[config.mk]
export PLATFORM = sky130hd
export DESIGN_NAME = svpd_div
export DESIGN_NICKNAME = d
export VERILOG_FILES = /design/src/hdl/svpd_div.sv
export SDC_FILE = /design/constraint.sdc
export NUM_CORES = 2
export LEC_CHECK = 0
export BUFFER_PORTS_ARGS = -buffer_cell sky130_fd_sc_hd__buf_2
export CAP_MARGIN = 20
export CORE_MARGIN = 1.5
export CORE_UTILIZATION = 59
export DETAILED_ROUTE_END_ITERATION = 7
export PLACE_DENSITY = 0.85
export SETUP_SLACK_MARGIN = 0.3
export SYNTH_ARGS = -nofsm -noshare
export SYNTH_HDL_FRONTEND = slang
export SYNTH_SLANG_ARGS = --single-unit
[constraint.sdc]
create_clock -name clk_i -period 3.9 [get_ports clk_i]
set_input_delay 0.585 -clock clk_i [delete_from_list [all_inputs] [get_ports clk_i]]
set_output_delay 0.585 -clock clk_i [all_outputs]
set_load 0.01 [all_outputs]
[src/hdl/svpd_div.sv]
// ----------------------------------------------------------------------------
// svpd_div
// Pipelined restoring divider, one quotient bit per register stage.
// ----------------------------------------------------------------------------
module svpd_div #(
  parameter int unsigned NW = 47,
  parameter int unsigned DW = 16
) (
  input  logic          clk_i,
  input  logic          en_i,
  input  logic [NW-1:0] num_i,
  input  logic [DW-1:0] den_i,
  output logic [NW-1:0] quo_o
);

  logic [NW-1:0] n_q [NW];
  logic [DW-1:0] r_q [NW];
  logic [DW-1:0] d_q [NW];

  for (genvar g = 0; g < NW; g++) begin : g_stage
    logic [NW-1:0] n_in;
    logic [DW-1:0] r_in;
    logic [DW-1:0] d_in;
    logic [DW:0]   trial;
    logic [DW:0]   diff;
    logic          ge;

    if (g == 0) begin : g_first
      assign n_in = num_i;
      assign r_in = '0;
      assign d_in = den_i;
    end else begin : g_next
      assign n_in = n_q[g-1];
      assign r_in = r_q[g-1];
      assign d_in = d_q[g-1];
    end

    assign trial = {r_in, n_in[NW-1]};
    assign ge    = trial >= {1'b0, d_in};
    assign diff  = trial - {1'b0, d_in};

    // shift the next dividend bit in, the quotient bit in at the bottom
    always_ff @(posedge clk_i) begin
      if (en_i) begin
        n_q[g] <= {n_in[NW-2:0], ge};
        r_q[g] <= ge ? diff[DW-1:0] : trial[DW-1:0];
        d_q[g] <= d_in;
      end
    end
  end

  assign quo_o = n_q[NW-1];

endmodule

Yosys cells after proc, flatten, opt, wreduce, memory -nomap -nowiden
Memory sizes are Yosys's and may differ from the RTL's.
Cells that the tools add are included.
{"block": "totals", "reg_bits": 0, "ram_bits": 3713, "input_bits": 65, "out_inout_bits": 47, "elab_cells": 146, "n_memories": 3}
{"block": "op_classes", "add_sub_neg": 47, "n_lt_le_gt_ge": 47, "mux": 49}
{"name": "n_q", "words": 47, "width": 47, "rd": 47, "rd_clocked_by_memory_dff": 0, "write_ports": 47, "line": "16", "rtl": "logic [NW-1:0] n_q [NW];"}
{"name": "d_q", "words": 47, "width": 16, "rd": 46, "rd_clocked_by_memory_dff": 0, "write_ports": 47, "line": "18", "rtl": "logic [DW-1:0] d_q [NW];"}
{"name": "r_q", "words": 47, "width": 16, "rd": 46, "rd_clocked_by_memory_dff": 0, "write_ports": 47, "line": "17", "rtl": "logic [DW-1:0] r_q [NW];"}
{"operator": "17-bit by 16-bit greater-or-equal comparator with 1-bit output", "count": 46}
{"operator": "16-bit 2-to-1 mux", "count": 47}
{"operator": "16-bit subtractor", "count": 46}
{"operator": "1-bit by 16-bit greater-or-equal comparator with 1-bit output", "count": 1}
{"operator": "1-bit by 16-bit subtractor with 16-bit output", "count": 1}
{"operator": "1-bit 2-to-1 mux", "count": 2}

Depth between registers and ports, before layout
An unclocked memory read counts as a cell.
{"block": "depth", "ltp_word": 3, "depth_mapped": 14, "ltp_nobuf": 12}

Worst setup path before layout
Ideal clock, no wire load.
{"block": "synth_path", "kind": "register -> register", "start": "mem d_q[11][1], in the netlist d_q[0][177]", "end": "mem r_q[12][8], in the netlist r_q[0][200] (data pin)", "setup_ns": 0.262, "t_arrival_ns": 2.944, "required_ns": 3.638, "path_slack_ns": 0.693, "path_stages_with_launch": 13, "path_buffers": 1, "period_less_slack_ns": 3.207, "path_cell_list": "edfxtp_1 inv_1 ha_1 nor2b_1 o21ai_0 a21oi_1 o41a_1 o21ai_2 a21o_1 a221oi_2 a2111oi_4 buf_6 mux2_1"}
{"item": "start: declaration", "line": "18"}
{"item": "end: declaration", "line": "17"}

==> impl_metrics.csv <==
group,metric,value,unit
run_status,status,"completed",
grt,grt_pass1_vias,80400,
grt,met3_usage,0.0279,
floorplanning,fp.dieW,512,um
sta,worst_slew_pin_slew,1030,ps
power,p_leak,65.4,nW
logic_synthesis,synth_nets,10700,
sta,finalCritPeriodShare,0.884,
floorplanning,core_area,257000,sq um
routing,route.vias.total,79800,
clock_tree,clk_latency,920,ps
logic_synthesis,syn_area_per_cell,15.5,sq um
cells_and_area,ff_latch_area,111000,sq um
power,ir_drop,472,uV
routing,vias_per_cell,5.64,
cells_and_area,multi_input_area,38600,sq um
routing,drc_errors,0,
grt,antenna_found_initial,4,
grt,grt_max_degree,121,
setup_path,arrival,4110,ps
logic_synthesis,yosys_register_bits,3681,
flow_run,cap_violations,0,
logic_synthesis,postSynthCellCount,9872,
logic_synthesis,synth_area,153000,sq um
placement,dpl.hpwl,185000,um
floorplanning,rows,186,
setup_path,cp_cell_sequence,"inv_1 -> ha_1 -> nand3_1 -> o21ai_0 -> a221o_1 -> o21ai_0 -> nand2_1 -> a311o_1 -> mux2_2",
floorplanning,num_io_pins,112,
clock_tree,numCtsBuffers,365,
clock_tree,cts_tree,"built",
setup_path,endpoint_kind,"register",
grt,grt-ovfl-total,0,
cells_and_area,finalInstanceArea,172000,sq um
cells_and_area,layout-drive-gt1-share,0.116,
setup_path,critPathLaunchType,"register",
routing,first_pass_iters,7,
setup_path,critPathMaxFanout,20,
grt,grt_util_met2,0.351,
setup_path,crit_family,"compound AO/OA/AOI/OAI gates",
power,pwr-share-comb,0.307,
logic_synthesis,synth_cell_types,85,
setup_path,critical_path_class,"reg2reg",
sta,relSlewSlack,0.310,
power,p_seq_frac,0.428,
sta,rsz0062_at_grt,"no",
grt,grt_pass1_wl,435000,um
floorplanning,die_area,262000,sq um
sta,hold_violations,0,
clock_tree,clk_pin_slew_worst_paths,60,ps
sta,final-setup-viol-count,0,
cells_and_area,nFillCells,17300,
power,switching_share,0.307,
setup_path,critPathBufInv,1,
logic_synthesis,yosysWarnings,0,
floorplanning,fp.dieH,512,um
sta,worst_clock_skew,38.6,ps
setup_path,crit_top_cell,"o21ai_0",
setup_path,critical-path-max-stage-delay,850,ps
placement,place_congestion,0.906,
worst_hold_path,hold_path.class,"in2reg",
cells_and_area,area_growth,12.4,%
clock_tree,cts.path.max_buffers,4,
grt,grtUsageMet1,0.280,
logic_synthesis,synthArstFlopShare,0,
setup_path,crit_slowest_cell,"a311o_1",
logic_synthesis,synthFlopType,"edfxtp_1",
clock_tree,clkSinkCount,3681,
clock_tree,cts_root_buffer,"clkbuf_16",
floorplanning,initial_core_util,0.595,
cells_and_area,nets,11300,
setup_path,critPathRequiredTime,4570,ps
power,p_per_area,769,nW/um^2
power,intPower,91.6,mW
sta,finalCriticalPeriod,3450,ps
routing,drtIter0Drc,6071,
routing,detail-route-antenna-nets,0,
sta,report.final.slew_viol_count,0,
power,clkPwrFrac,0.265,
power,p_sw,40.6,mW
grt,grt-busiest-layer,"met2",
placement,io_buffers,111,
clock_tree,htreeDepth,5,
placement,placed_cell_area,159000,sq um
routing,wire_per_inst,19.3,um
sta,fmax,290,MHz
grt,track_usage,0.207,
routing,wirelength,273000,um
sta,fin_setup_tns,0,ps
logic_synthesis,synth_edf_count,3681,
logic_synthesis,yosysSeqAreaShare,0.722,
-- flip-flops by register name, summed over array words and instances, names as in the netlist --
| register | flops |
|---|---|
| n_q | 2209 |
| d_q | 736 |
| r_q | 736 |
-- worst min-delay path: stages --
cell,delay [ps]
buf_2,100
nor2_1,120
a21oi_1,90
-- Yosys cell counts, types with 11 or more instances --
library cell / count / area [sq um]
a211oi_1: 44 / 330
xor2_1: 184 / 1610
o31ai_1: 42 / 315
and3_1: 31 / 194
o211ai_1: 26 / 195
buf_2: 24 / 120
a31oi_1: 72 / 450
or4_1: 11 / 82.6
edfxtp_1: 3681 / 111000
clkbuf_1: 88 / 330
o21ai_1: 24 / 120
xnor2_1: 358 / 3140
or2_2: 11 / 68.8
inv_1: 924 / 3470
nand2_1: 441 / 1660
or3_1: 25 / 156
nand4_1: 110 / 688
o21bai_1: 40 / 300
nor2b_1: 122 / 763
o21ai_0: 460 / 2300
and2_1: 15 / 93.8
a31o_2: 28 / 245
a21o_1: 214 / 1610
mux2_1: 14 / 158
nor4_1: 57 / 357
a21oi_1: 520 / 2600
ha_1: 738 / 9230
o31a_1: 24 / 210
mux2i_1: 53 / 531
a21boi_0: 43 / 323
nor3_1: 95 / 475
a211o_1: 26 / 228
nand2b_1: 84 / 526
nand3_1: 109 / 546
mux2_2: 340 / 3830
o21a_1: 116 / 871
fa_1: 45 / 901
nor2_1: 441 / 1660
o41ai_1: 13 / 114
-- through the flow --
step	instances	hold slack [ps]	power, mW	util	worst slack, ps
floorplan	9872	400	86.4	-	693
global placement	13400	400	95.8	0.619	400
detailed placement	13400	405	97.3	0.619	394
CTS	14100	94.1	133	0.668	360
global route	14100	148	140	0.668	305
finish	14200	174	132	0.668	452
-- cell type report --
cell class                 count  area share
tap                         3384      0.0246
inverter                     925      0.0202
multi-input combinational   5146       0.225
clock inverter               246      0.0144
timing repair buffer         342      0.0181
sequential                  3681       0.643
clock buffer                 424      0.0554
antenna                        2   0.0000291
-- final timing paths --
| path | start | slack (ps) | to | cells after the start |
|---|---|---|---|---|
| min | num_i[46] | 170 | r_q[0][0]$_DFFE_PP_ | 3 |
| min reg2reg | n_q[1][361]$_DFFE_PP_ | 390 | n_q[1][409]$_DFFE_PP_ | 0 |
| max reg2reg | d_q[0][227]$_DFFE_PP_ | 450 | r_q[0][244]$_DFFE_PP_ | 9 |
| max | d_q[0][227]$_DFFE_PP_ | 450 | r_q[0][244]$_DFFE_PP_ | 9 |
-- logic make-up after synthesis --
| group | Yosys count | share of synthesized area |
|---|---|---|
| adder cells (fa/ha/maj) | 783 | 0.0662 |
| multiplexers | 412 | 0.0300 |
| AND/OR/NAND/NOR | 1592 | 0.0497 |
| AO/OA/AOI/OAI | 1817 | 0.0748 |
| flip-flops | 3681 | 0.722 |
| buffers and inverters | 1045 | 0.0260 |
| XOR/XNOR | 542 | 0.0310 |
-- power by group through the flow --
stage,sequential (mW),clock (mW),combinational (mW)
floorplan,55.4,0,31.0
global placement,57.3,0,38.5
detailed placement,57.4,0,39.9
CTS,56.7,35.9,40.4
global route,57.2,37.3,45.2
finish,56.6,35.0,40.6
-- what timing repair did --
action                                  in CTS  in global routing
endpoints found under the setup margin       0                159
setup buffers                                0                  1
hold endpoints to repair                    63                  0
gates resized for setup                      0                 18
hold buffers                                62                  0
-- placed cells by master (no fill, tap or decap), drive strengths merged, types with 84 or more instances in the layout --
master | synthesis | layout
clkbuf | 88 | 424
xor2 | 184 | 184
nand2b | 84 | 84
nor2 | 441 | 441
o21a | 116 | 116
nand3 | 109 | 109
ha | 738 | 738
mux2 | 359 | 359
o21ai | 486 | 486
xnor2 | 358 | 358
nor3 | 96 | 96
nor2b | 122 | 122
nand4 | 110 | 110
a21o | 214 | 214
a21oi | 522 | 522
edfxtp | 3681 | 3681
clkinv | 0 | 168
nand2 | 441 | 441
buf | 32 | 280
inv | 925 | 943
-- per-layer routing --
| metal | wire length [um] | part of all wire | up-vias |
|---|---|---|---|
| li1 | - | - | 38300 |
| met1 | 117000 | 0.43 | 39100 |
| met2 | 135000 | 0.50 | 1815 |
| met3 | 12100 | 0.044 | 523 |
| met4 | 8270 | 0.030 | 2 |
| met5 | 13 | 0.000048 | - |
(Power assumes the default switching activity.)
